$ cat src/rtl/core/brb64_pkg.sv
// Package with the payload types, register codes and symbol encoder of the bit regrouper.
package brb64_pkg;

  typedef struct packed {
    logic [7:0] in_char;
    logic       msg_last;
  } in_item_t;

  typedef struct packed {
    logic [7:0] out_char;
    logic       char_valid;
    logic       run_last;
    logic       msg_end;
  } out_item_t;

  // Configuration register indexes.
  localparam logic [1:0] CFG_INPUT_FORMAT  = 2'd0;
  localparam logic [1:0] CFG_OUTPUT_FORMAT = 2'd1;

  // Input format codes.
  localparam logic IN_FMT_HEX = 1'b0;
  localparam logic IN_FMT_RAW = 1'b1;

  // Output format codes; the unused code behaves as raw bytes.
  localparam logic [1:0] OUT_FMT_BASE64 = 2'd0;
  localparam logic [1:0] OUT_FMT_HEX    = 2'd1;
  localparam logic [1:0] OUT_FMT_RAW    = 2'd2;

  // ASCII characters used by the converters.
  localparam logic [7:0] CH_ZERO    = 8'h30;
  localparam logic [7:0] CH_NINE    = 8'h39;
  localparam logic [7:0] CH_UPPER_A = 8'h41;
  localparam logic [7:0] CH_UPPER_Z = 8'h5A;
  localparam logic [7:0] CH_LOWER_A = 8'h61;
  localparam logic [7:0] CH_LOWER_F = 8'h66;
  localparam logic [7:0] CH_LOWER_Z = 8'h7A;
  localparam logic [7:0] CH_PLUS    = 8'h2B;
  localparam logic [7:0] CH_SLASH   = 8'h2F;
  localparam logic [7:0] CH_CASE    = 8'h20;

  // Base64 alphabet boundaries.
  localparam logic [7:0] B64_UPPER_END = 8'd26;
  localparam logic [7:0] B64_LOWER_END = 8'd52;
  localparam logic [7:0] B64_DIGIT_END = 8'd62;

  // Turns a symbol value into the character or byte of the given output format.
  function automatic logic [7:0] encode_symbol(input logic [7:0] v, input logic [1:0] fmt);
    logic [7:0] ch;
    ch = v;
    case (fmt)
      OUT_FMT_BASE64: begin
        if (v < B64_UPPER_END) begin
          ch = CH_UPPER_A + v;
        end else if (v < B64_LOWER_END) begin
          ch = CH_LOWER_A + (v - B64_UPPER_END);
        end else if (v < B64_DIGIT_END) begin
          ch = CH_ZERO + (v - B64_LOWER_END);
        end else if (v == B64_DIGIT_END) begin
          ch = CH_PLUS;
        end else begin
          ch = CH_SLASH;
        end
      end
      OUT_FMT_HEX: begin
        if (v < 8'd10) begin
          ch = CH_ZERO + v;
        end else begin
          ch = CH_LOWER_A + (v - 8'd10);
        end
      end
      default: ch = v;
    endcase
    return ch;
  endfunction

endpackage

$ cat src/rtl/core/bit_regroup_base64_hex_encoder_unit.sv
// Top level of the streaming bit regrouper: hex digits or raw bytes in, base64, hex or bytes out.
//
//   Channel   Direction  Handshake               Payload
//   in_       in         in_valid / in_ready     brb64_pkg::in_item_t   (in_char, msg_last)
//   out_      out        out_valid / out_ready   brb64_pkg::out_item_t  (out_char, char_valid,
//                                                                         run_last, msg_end)
//   cfg_      in         cfg_valid / cfg_ready   cfg_index (2 bits), cfg_data (2 bits)
//
// An accepted input transaction waits in an input register; one combinational pass moves all
// of its symbols (at most three) into a three-entry result queue that drains one transaction
// per cycle while out_ready is high. The queue refills as its final entry leaves.
// Reset (rst_n low, synchronous) clears both formats, the bit buffer and both queues. Output
// stalls back up into the input register, which holds one more transaction; cfg never stalls.
module bit_regroup_base64_hex_encoder_unit (
  input  logic                  clk,
  input  logic                  rst_n,
  input  logic                  in_valid,
  output logic                  in_ready,
  input  brb64_pkg::in_item_t   in_data,
  output logic                  out_valid,
  input  logic                  out_ready,
  output brb64_pkg::out_item_t  out_data,
  input  logic                  cfg_valid,
  output logic                  cfg_ready,
  input  logic [1:0]            cfg_index,
  input  logic [1:0]            cfg_data
);

  // Configuration registers.
  logic       input_format_r;
  logic [1:0] output_format_r;

  // Stream state: pending bits sit in the low bit_count_r bits of bit_buffer_r.
  logic [15:0] bit_buffer_r, bit_buffer_nxt;
  logic [3:0]  bit_count_r, bit_count_nxt;

  // Input register.
  logic                 inq_valid_r;
  brb64_pkg::in_item_t  inq_data_r;

  // Result queue: entry 0 is presented on the output port.
  brb64_pkg::out_item_t res_q_r [3];
  brb64_pkg::out_item_t res_nxt [3];
  logic [1:0]           res_rem_r;
  logic [1:0]           res_cnt_nxt;

  logic pop;
  logic load;
  logic cfg_write;

  assign cfg_ready = 1'b1;
  assign cfg_write = cfg_valid && cfg_ready;

  assign out_valid = (res_rem_r != 2'd0);
  assign out_data  = res_q_r[0];
  assign pop       = out_valid && out_ready;

  // The held item moves into the result queue once the queue is empty or its final entry leaves.
  assign load     = inq_valid_r && ((res_rem_r == 2'd0) || ((res_rem_r == 2'd1) && out_ready));
  assign in_ready = !inq_valid_r || load;

  // Bit regrouping for the item in the input register.
  logic [3:0]  nbits;
  logic [7:0]  val;
  logic [7:0]  lc;
  logic [3:0]  sym_w;
  logic [7:0]  sym_mask;
  logic [15:0] buf_a;
  logic [3:0]  cnt_a;
  logic [3:0]  rest0, rest1, cnt_left;
  logic        emit0, emit1, emit_flush;
  logic [15:0] shift0, shift1, shift_f;
  brb64_pkg::out_item_t sym0, sym1, sym_f;

  always_comb begin
    nbits = 4'd0;
    val   = 8'd0;
    lc    = inq_data_r.in_char | brb64_pkg::CH_CASE;
    if (input_format_r == brb64_pkg::IN_FMT_RAW) begin
      nbits = 4'd8;
      val   = inq_data_r.in_char;
    end else if ((inq_data_r.in_char >= brb64_pkg::CH_ZERO) &&
                 (inq_data_r.in_char <= brb64_pkg::CH_NINE)) begin
      nbits = 4'd4;
      val   = inq_data_r.in_char - brb64_pkg::CH_ZERO;
    end else if (((inq_data_r.in_char >= brb64_pkg::CH_UPPER_A) &&
                  (inq_data_r.in_char <= brb64_pkg::CH_UPPER_Z)) ||
                 ((inq_data_r.in_char >= brb64_pkg::CH_LOWER_A) &&
                  (inq_data_r.in_char <= brb64_pkg::CH_LOWER_Z))) begin
      // Letters past f saturate to all ones.
      nbits = 4'd4;
      val   = (lc <= brb64_pkg::CH_LOWER_F) ? (lc - brb64_pkg::CH_LOWER_A + 8'd10) : 8'd15;
    end

    case (output_format_r)
      brb64_pkg::OUT_FMT_BASE64: sym_w = 4'd6;
      brb64_pkg::OUT_FMT_HEX:    sym_w = 4'd4;
      default:                   sym_w = 4'd8;
    endcase
    sym_mask = 8'((9'd1 << sym_w) - 9'd1);

    // At most seven bits are pending before the append, so the sum fits in four bits.
    buf_a = (bit_buffer_r << nbits) | {8'd0, val};
    cnt_a = bit_count_r + nbits;

    emit0 = (cnt_a >= sym_w);
    rest0 = emit0 ? (cnt_a - sym_w) : cnt_a;
    emit1 = emit0 && (rest0 >= sym_w);
    rest1 = emit1 ? (rest0 - sym_w) : rest0;
    cnt_left = rest1;
    emit_flush = inq_data_r.msg_last && (cnt_left != 4'd0);

    shift0 = buf_a >> rest0;
    shift1 = buf_a >> rest1;
    // Leftover bits move to the top of the symbol, zeros below them.
    shift_f = buf_a << (sym_w - cnt_left);

    sym0 = '0;
    sym0.out_char   = brb64_pkg::encode_symbol(shift0[7:0] & sym_mask, output_format_r);
    sym0.char_valid = 1'b1;
    sym1 = '0;
    sym1.out_char   = brb64_pkg::encode_symbol(shift1[7:0] & sym_mask, output_format_r);
    sym1.char_valid = 1'b1;
    sym_f = '0;
    sym_f.out_char   = brb64_pkg::encode_symbol(shift_f[7:0] & sym_mask, output_format_r);
    sym_f.char_valid = 1'b1;

    if (inq_data_r.msg_last) begin
      bit_buffer_nxt = 16'd0;
      bit_count_nxt  = 4'd0;
    end else begin
      bit_buffer_nxt = buf_a & ((16'd1 << cnt_left) - 16'd1);
      bit_count_nxt  = cnt_left;
    end
  end

  // Places the symbols of this item into queue order and marks the run and message ends.
  always_comb begin
    for (int i = 0; i < 3; i++) begin
      res_nxt[i] = '0;
    end
    res_cnt_nxt = 2'd0;
    if (emit0) begin
      res_nxt[0]  = sym0;
      res_cnt_nxt = 2'd1;
    end
    if (emit1) begin
      res_nxt[1]  = sym1;
      res_cnt_nxt = 2'd2;
    end
    if (emit_flush) begin
      res_nxt[res_cnt_nxt] = sym_f;
      res_cnt_nxt = res_cnt_nxt + 2'd1;
    end
    // A message that ends without a symbol still gets an empty end marker.
    if (inq_data_r.msg_last && (res_cnt_nxt == 2'd0)) begin
      res_cnt_nxt = 2'd1;
    end
    if (res_cnt_nxt != 2'd0) begin
      res_nxt[res_cnt_nxt - 2'd1].run_last = 1'b1;
      res_nxt[res_cnt_nxt - 2'd1].msg_end  = inq_data_r.msg_last;
    end
  end

  always_ff @(posedge clk) begin
    if (!rst_n) begin
      input_format_r  <= brb64_pkg::IN_FMT_HEX;
      output_format_r <= brb64_pkg::OUT_FMT_BASE64;
      bit_buffer_r    <= 16'd0;
      bit_count_r     <= 4'd0;
      inq_valid_r     <= 1'b0;
      res_rem_r       <= 2'd0;
    end else begin
      if (in_valid && in_ready) begin
        inq_valid_r <= 1'b1;
      end else if (load) begin
        inq_valid_r <= 1'b0;
      end

      if (load) begin
        res_rem_r    <= res_cnt_nxt;
        bit_buffer_r <= bit_buffer_nxt;
        bit_count_r  <= bit_count_nxt;
      end else if (pop) begin
        res_rem_r <= res_rem_r - 2'd1;
      end

      // Any write to a defined register restarts the stream with an empty buffer.
      if (cfg_write) begin
        unique case (cfg_index)
          brb64_pkg::CFG_INPUT_FORMAT: begin
            input_format_r <= cfg_data[0];
            bit_buffer_r   <= 16'd0;
            bit_count_r    <= 4'd0;
          end
          brb64_pkg::CFG_OUTPUT_FORMAT: begin
            output_format_r <= cfg_data;
            bit_buffer_r    <= 16'd0;
            bit_count_r     <= 4'd0;
          end
          default: ;
        endcase
      end
    end
  end

  // Payload registers: no reset needed.
  always_ff @(posedge clk) begin
    if (in_valid && in_ready) begin
      inq_data_r <= in_data;
    end
    if (load) begin
      res_q_r[0] <= res_nxt[0];
      res_q_r[1] <= res_nxt[1];
      res_q_r[2] <= res_nxt[2];
    end else if (pop) begin
      res_q_r[0] <= res_q_r[1];
      res_q_r[1] <= res_q_r[2];
    end
  end

endmodule

$ cat config.mk
export PLATFORM = sky130hd
export DESIGN_NAME = bit_regroup_base64_hex_encoder_unit
export DESIGN_NICKNAME = d
export VERILOG_FILES = /design/src/rtl/core/brb64_pkg.sv /design/src/rtl/core/bit_regroup_base64_hex_encoder_unit.sv
export SDC_FILE = /design/constraint.sdc
export NUM_CORES = 1
export LEC_CHECK = 0
export BUFFER_PORTS_ARGS = -buffer_cell sky130_fd_sc_hd__buf_4
export CAP_MARGIN = 15
export CORE_AREA = 2 2 136 151
export DETAILED_ROUTE_END_ITERATION = 6
export DIE_AREA = 0 0 138 153
export PLACE_DENSITY = 0.65
export SLEW_MARGIN = 20
export SYNTH_ARGS = -nofsm -noshare
export SYNTH_HDL_FRONTEND = slang
export SYNTH_SLANG_ARGS = --single-unit
$ cat constraint.sdc
create_clock -name clk -period 13 [get_ports clk]
set_input_delay 3.9 -clock clk [delete_from_list [all_inputs] [get_ports clk]]
set_output_delay 3.9 -clock clk [all_outputs]
set_load 0.01 [all_outputs]
[Word level (Yosys, flattened, before mapping)]
Memories as Yosys holds them, arrays and structs flattened.
Cells that the tools add are included.
W data, S select, Z words.
Word-level totals
  word-level logic and storage cells: 183
  memories kept: 1
  output and inout bits: 14
  memory bits (writable): 33
  register bits: 35
  input port bits: 18
Memories
  res_q_r: depth 3, bits a word 11, read ports 3, clocked after Yosys merged registers in 0, write ports 3, line bit_regroup_base64_hex_encoder_unit.sv:42  | brb64_pkg::out_item_t res_q_r [3];
Cells by class
  reduce and logical (&&, ||, !) cells: 28
  equal/unequal tests: 6
  bitwise logic cells: 9
  order comparisons: 25
  $add $sub $neg: 36
  shifts and indexed selects: 6
  multiplexer cells: 64
Operators by type and width (count)
  $mux W8: 16
  $bwmux W33: 3
  $add A7 B8 Y8 const A: 9
  $demux W11 S2: 3
  $mux W33: 2
  $mux W16: 4
  $mux W11: 5
  $add A6 B8 Y8 const A: 6
  $lt A8 B6 Y1 const B: 6
  $pmux W8 S2: 3
  $shr A16 B4 Y8: 2
  $sub A8 B6 Y8 const B: 4
  $mux W4: 7
  $and A8 B8 Y8: 3
  $eq A8 B6 Y1 const B: 3
  $le A8 B7 Y1 const B: 3
  $lt A8 B4 Y1 const B: 3
  $lt A8 B5 Y1 const B: 3
  $sub A8 B4 Y8 const B: 3
  $sub A8 B5 Y8 const B: 3
  $and A16 B16 Y16: 1
  $ge A8 B7 Y1 const B: 2
  $or A16 B8 Y16: 1
  $shl A1 B4 Y16 const A: 1
  other kinds (31): 78

[Depth between registers and ports, before layout]
Gate-level depths: netlist (run 1).
  depth after elaboration: 28
  depth in mapped cells: 45
  mapped depth without buffers: 40

[Least setup slack after synthesis (run 1)]
No wires, ideal clock.
  path kind: reg2reg
  from: reg inq_data_r[2] (netlist name)
  to: mem res_q_r[0][15] (netlist name) (data pin)
  required time: 12.739 ns
  period minus slack after synthesis: 9.402 ns
  arrival time: 9.141 ns
  path buffers: 6
  slack: 3.598 ns
  library setup time: 0.261 ns
  stages on the path, launching flop included: 42
  cell sequence: edfxtp_1 buf_2 inv_1 ha_1 or4b_4 a311o_1 and2_4 buf_6 nor3_4 nor2_1 ha_1 xnor2_1 xnor2_1 inv_1 ha_1 a21oi_1 a21oi_1 nor2_1 [6 not listed] nor2_1 ha_1 inv_1 clkbuf_1 or3_1 o32a_1 or4_1 clkbuf_1 ha_1 nand2_1 a2111oi_2 a221oi_4 nor2b_1 buf_2 a21oi_1 o221a_2 a221o_1 a221o_1
RTL lines
  start, declared: line bit_regroup_base64_hex_encoder_unit.sv:39  | brb64_pkg::in_item_t inq_data_r;
  start signal, assigned: line bit_regroup_base64_hex_encoder_unit.sv:210  | inq_data_r <= in_data;
  end, declared: line bit_regroup_base64_hex_encoder_unit.sv:42

==> results of run 1 <==
final timing paths:
path         slack [ns]        endpoint      startpoint
min reg2reg        0.48  bit_count_r[3]  bit_count_r[3]
max reg2reg        1.08  res_q_r[0][18]   inq_data_r[2]
min                0.48  bit_count_r[3]  bit_count_r[3]
max                1.08  res_q_r[0][18]   inq_data_r[2]
cells in the final DEF, fill, tap and decap left out, types with 38 or more instances in the layout:
cell,instances
nand2_1,125
nor2_1,111
a21oi_1,91
inv_1,52
ha_1,51
nor3_1,48
buf_4,48
o21ai_0,46
edfxtp_1,42
nand3_1,38
area by class of cell:
type / count / area [um2] / area share
clock buffers: 10 / 250.2 / 0.02477
clock inverters: 6 / 67.56 / 0.006688
inverters: 61 / 230.2 / 0.02279
multi-input cells: 1047 / 7096 / 0.7024
flip-flops and latches: 68 / 1783 / 0.1765
well taps: 252 / 315.3 / 0.03121
repair buffers: 48 / 360.3 / 0.03567
stage by stage:
step / instance area (um2) / setup WS, ns / hold slack (ns)
after floorplan: 9605 / 3.598 / 0.4488
final: 10100 / 1.082 / 0.4829
after global routing: 10100 / 0.2659 / 0.5019
after global placement: 9784 / 1.771 / 0.4643
after CTS: 10100 / 1.444 / 0.4818
after detailed placement: 9784 / 1.466 / 0.4737
logic make-up after synthesis:
family	count (synthesis)	share of synthesized area
AOI/OAI and AO/OA	471	0.3650
xor gates and xnor gates	17	0.01551
adders and majority gates	53	0.07066
buffers and inverters	165	0.07691
DFF	68	0.1856
muxes	31	0.03754
other	1	0.0003907
and+or+nand+nor	472	0.2483
worst max-delay path: cells and delay by family (launching register included):
family / cells / cell delay (ns)
adders and majority gates: 6 / 2.03
buffers and inverters: 4 / 1.08
and+or+nand+nor: 10 / 3.32
xor gates and xnor gates: 2 / 0.44
DFF: 1 / 0.55
AOI/OAI and AO/OA: 15 / 4.22
flip-flops by register name, summed over array words and instances, names as in the netlist:
signal,count
bit_buffer_r,16
res_q_r,33
inq_data_r,9
output_format_r,2
inq_valid_r,1
res_rem_r,2
bit_count_r,4
input_format_r,1
power groups by stage:
stage	Clock [W]	Combinational, W	Sequential, W
after floorplan	0	0.000931	0.000313
after global placement	0	0.00120	0.000326
after detailed placement	0	0.00120	0.000327
after CTS	0.000278	0.00121	0.000323
after global routing	0.000287	0.00134	0.000328
final	0.000277	0.00124	0.000323
per-layer routing:
layer | track usage | vias to the layer above
met4 | 0.1642 | 0
met5 | 0 | -
met1 | 0.4298 | 4916
met2 | 0.5000 | 633
li1 | - | 4820
met3 | 0.04793 | 132
==> metrics, run 1 <==
status=complete, but fails checks; violated checks=design-rule violations; number of synthesized flops with an enable pin=42; Synth area leaders=edfxtp_1 13%, ha_1 6.6%, dfxtp_1 5.4%, nand2_1 4.9%, a21oi_1 4.7%; final hold vios=0; number of remaining DRC errors=4; die area=21110 um2; Net Sw Frac=0.5242; ys async rst share=0; Cell Area, Synth=9598 um2; share of layout cells above drive strength 1=0.1032; DR vias=10501; VDD IR max=104.7 uV; vias per std cell=7.038; CTS tree=built; clk_lat worst skew=0.36 ns; Leak=3.867 nW; CTS Buffer Depth=2; Clock Power Share=0.150; Critical Path RT=13.11 ns; sequential power share=0.175; critical path's slowest cell=a221oi_1; Seq cells post-synth=68; total power draw=0.001844 W; distinct cell type count after synthesis=110; post-synthesis sequential area ratio=0.1856; PwrDens=182.6 nW/um2; PortBufs=30; Period minus WS final=11.92 ns; Congestion Overflow GR=0; Final Cycle Share=0.9168; CP most frequent cell=ha_1; FF-to-FF path depth=37; RSZ-0062 raised after global routing=no; GP Congestion=1.022; Final ANT Viol Nets=0; core area=19590 um2; syn_area_per_cell=7.510 um2; Slew Viols, Final=0; Hold Path Class=flip-flop to flip-flop; met3 wire length=2.998 mm; Fmax=83.91 MHz; Final Non-Filler Cells=1492; CP arrival=12.02 ns; P_int=0.0008774 W; Setup Buffers After CTS=0; filler cell count in the final layout=1945; number of I/O pins=32; CP peak stage delay=0.65 ns; Yosys top cell by area=edfxtp_1; Comb power frac=0.675; Synthesis Warnings=0; Clk pin slew, worst setup/hold paths=0.07 ns; Nets=1306; Post-synth top flop=edfxtp_1; Num CTS Buffers=9; GRT Util Overall=0.3200; DR pass1 iterations=7; Syn-to-layout area delta=5.254%; Post-Syn Instances=1278; Fin Setup TNS=0 ns; Clock Skews=0.01327 ns; max-cap violation count=0; number of global-route vias before repair=9577; Metal-1 WL=14.65 mm; P_sw=0.0009668 W; Slew HR=0.3425; CTS root buf=clkbuf_16; global-route wire length before repair=54.60 mm; H-tree levels=3; final WL=35.22 mm; CTS resizes=0; slew of the pin with the lowest slew margin=0.9862 ns; share of the synthesized area in the top cell type=0.1314; largest net degree at the start of global routing=54; Hold Path Depth=2; Synth top cells by count=125 x nand2_1, 111 x nor2_1, 91 x a21oi_1, 55 x clkbuf_1, 52 x inv_1; CP endpoint kind=flip-flop; Worst Setup Start Kind=flip-flop; critical path peak fanout=19; Die Span X=138 um; initial antenna violation count=0; Finished Core Util=0.5156; DP HPWL=25.71 mm; hold_buf cts=0; initial core utilization=0.4898; iteration-0 DRC count of the detailed router=1301; top layer in use=met4; Vert. Die Dim=153 um; placed insts=1476; WL met2=15.47 mm; ant diodes=0; row cnt=54; Setup Viol. Count Final=0; critical path class=flip-flop to flip-flop; most common cell in the netlist=nand2_1; total clock sinks=68; routed len/inst=23.61 um
Note: power is estimated with default switching activity, not from simulation.
==> run 2: changes to the inputs <==
- CORE_AREA: 2 2 136 151 -> 2 2 129 144
- DIE_AREA: 0 0 138 153 -> 0 0 131 146
- PLACE_DENSITY: 0.65 -> 0.71
==> run 2 against run 1 <==
The run still ends with design-rule violations left. Clock skew down 0.0021 ns. Critical path depth unchanged. First-iteration DRC count up 6.7%. Non-clock buffer count up 1. Highest routed layer unchanged.
==> metrics, run 2 (synthesis gave the netlist of run 1 again) <==
Period minus WS final=11.89 ns (was 11.92 ns); violated checks=design-rule violations (unchanged); Die Span X=131 um (was 138 um); largest net degree at the start of global routing=55 (was 54); Final Cycle Share=0.9148 (was 0.9168); Slew Viols, Final=0 (unchanged); CTS Buffer Depth=2 (unchanged); Vert. Die Dim=146 um (was 153 um); total clock sinks=68 (unchanged); hold path startpoint=bit_count_r[3] (unchanged); RR Endpoint=res_q_r[0][7] (was res_q_r[0][18]); hold endpoint=bit_count_r[3] (unchanged); max-cap violation count=0 (unchanged); Fmax=84.09 MHz (was 83.91 MHz); Syn-to-layout area delta=4.810% (was 5.254%); PortBufs=30 (unchanged); row cnt=51 (was 54); share of layout cells above drive strength 1=0.1031 (was 0.1032); Nets=1307 (was 1306); commonest non-fill, non-tap cell in the layout=nand2_1 (unchanged); DP HPWL=25.48 mm (was 25.71 mm); CP most frequent cell=ha_1 (unchanged); CTS tree=built (unchanged); R2R Setup Slk=1.11 ns (was 1.08 ns); global-route wire length before repair=54.23 mm (was 54.60 mm); Fin Setup TNS=0 ns (unchanged); biggest regs=res_q_r: 33 flops, bit_buffer_r: 16 flops, inq_data_r: 9 flops (unchanged); Setup Buffers After CTS=0 (unchanged); number of global-route vias before repair=9613 (was 9577); Hold Path Class=flip-flop to flip-flop (unchanged); Final WS setup=1.108 ns (was 1.082 ns); Worst Setup Start Kind=flip-flop (unchanged); multi-input logic area=7096 um2 (unchanged); FF-to-FF path depth=37 (unchanged); GP Congestion=1.053 (was 1.022); Hold Path Depth=2 (unchanged); P_sw=0.0009554 W (was 0.0009668 W); critical path's slowest cell=o31ai_1 (was a221oi_1); RSZ-0062 raised after global routing=no (unchanged); Setup Viol. Count Final=0 (unchanged); sequential power share=0.178 (was 0.175); P_int=0.0008573 W (was 0.0008774 W); iteration-0 DRC count of the detailed router=1388 (was 1301); VDD IR max=86.44 uV (was 104.7 uV); H-tree levels=3 (unchanged); vias per std cell=7.206 (was 7.038); die area=19130 um2 (was 21110 um2); routed len/inst=23.42 um (was 23.61 um); number of remaining DRC errors=6 (was 4); Comb power frac=0.687 (was 0.675); clk_lat worst skew=0.35 ns (was 0.36 ns); initial antenna violation count=0 (unchanged); CP endpoint kind=flip-flop (unchanged); CTS resizes=0 (unchanged); Net Sw Frac=0.5271 (was 0.5242); Leak=3.859 nW (was 3.867 nW); DR vias=10657 (was 10501); pre-CTS setup slack=1.461 ns (was 1.466 ns); PwrDens=180.2 nW/um2 (was 182.6 nW/um2); CP arrival=11.98 ns (was 12.02 ns); initial core utilization=0.5470 (was 0.4898); Congestion Overflow GR=0 (unchanged); Clock Skews=0.01120 ns (was 0.01327 ns); Clock Power Share=0.136 (was 0.150); RR Startpoint=inq_data_r[2] (unchanged); Top reg by flops=res_q_r (unchanged); status=complete, but fails checks (unchanged); critical path class=flip-flop to flip-flop (unchanged); core area=17550 um2 (was 19590 um2); Clk pin slew, worst setup/hold paths=0.07 ns (about the same); hold_buf cts=0 (unchanged); number of I/O pins=32 (unchanged); GRT Util Overall=0.3600 (was 0.3200); ant diodes=0 (unchanged); CP peak stage delay=0.58 ns (was 0.65 ns); most frequent cells in the layout=125 x nand2_1, 111 x nor2_1, 91 x a21oi_1 (unchanged); Critical Path RT=13.08 ns (was 13.11 ns); critical path peak fanout=19 (unchanged); register area=1783 um2 (unchanged); Largest register FFs=33 (unchanged); Num CTS Buffers=9 (unchanged); Final ANT Viol Nets=0 (unchanged); final hold vios=0 (unchanged); CTS root buf=clkbuf_16 (unchanged); filler cell count in the final layout=1690 (was 1945); DR pass1 iterations=7 (unchanged); slew of the pin with the lowest slew margin=0.9863 ns (was 0.9862 ns); Slew HR=0.3425 (about the same); final WL=34.64 mm (was 35.22 mm)
run 2: worst max path at each step:
stage	endpoint	from	slack, ns
final	res_q_r[0][7]	inq_data_r[2]	1.11
after global routing	res_q_r[0][7]	inq_data_r[2]	0.36
after CTS	res_q_r[0][7]	inq_data_r[2]	1.39
after detailed placement	res_q_r[0][7]	inq_data_r[2]	1.46
after global placement	res_q_r[0][7]	inq_data_r[2]	1.74
after floorplan	res_q_r[0][15]	inq_data_r[2]	3.60
run 2: final cells by class:
cell class / count / area share
Clock buffer: 11 / 0.02525
Multi-Input combinational cell: 1047 / 0.7054
Timing Repair Buffer: 49 / 0.03657
Tap cell: 238 / 0.02960
Sequential cell: 68 / 0.1772
Inverter: 61 / 0.02289
Clock inverter: 5 / 0.003109
run 2: per-layer routing:
metal | global-route usage | share of wire
met5 | 0 | 0
met4 | 0.1995 | 0.068
met3 | 0.05809 | 0.095
met2 | 0.5342 | 0.44
met1 | 0.4933 | 0.40
run 2: through the flow:
step | util | cells | power [W] | hold slack (ns) | cell area, um2
6_report | 0.5733 | 1479 | 0.001813 | 0.4839 | 10060
5_1_grt | 0.5733 | 1479 | 0.001928 | 0.5200 | 10060
4_1_cts | 0.5733 | 1479 | 0.001774 | 0.4822 | 10060
3_5_place_dp | 0.5570 | 1463 | 0.001524 | 0.4746 | 9774
3_3_place_gp | 0.5570 | 1463 | 0.001516 | 0.4641 | 9774
2_1_floorplan | - | 1280 | 0.001244 | 0.4488 | 9605
run 2: power groups by stage:
stage | logic, W | clock network [W] | registers (W)
3_5_place_dp | 0.00120 | 0 | 0.000327
3_3_place_gp | 0.00119 | 0 | 0.000325
5_1_grt | 0.00134 | 0.000257 | 0.000328
2_1_floorplan | 0.000931 | 0 | 0.000313
6_report | 0.00124 | 0.000246 | 0.000322
4_1_cts | 0.00120 | 0.000248 | 0.000322
run 2: worst max-delay path: cells and delay by family (launching register included):
kind / cells / cell delay, ns
AO/OA/AOI/OAI: 12 / 3.86
XOR/XNOR: 2 / 0.44
adder cells (fa/ha/maj): 6 / 2.03
buffers and inverters: 5 / 1.16
flip-flops: 1 / 0.56
AND/OR/NAND/NOR: 12 / 3.54
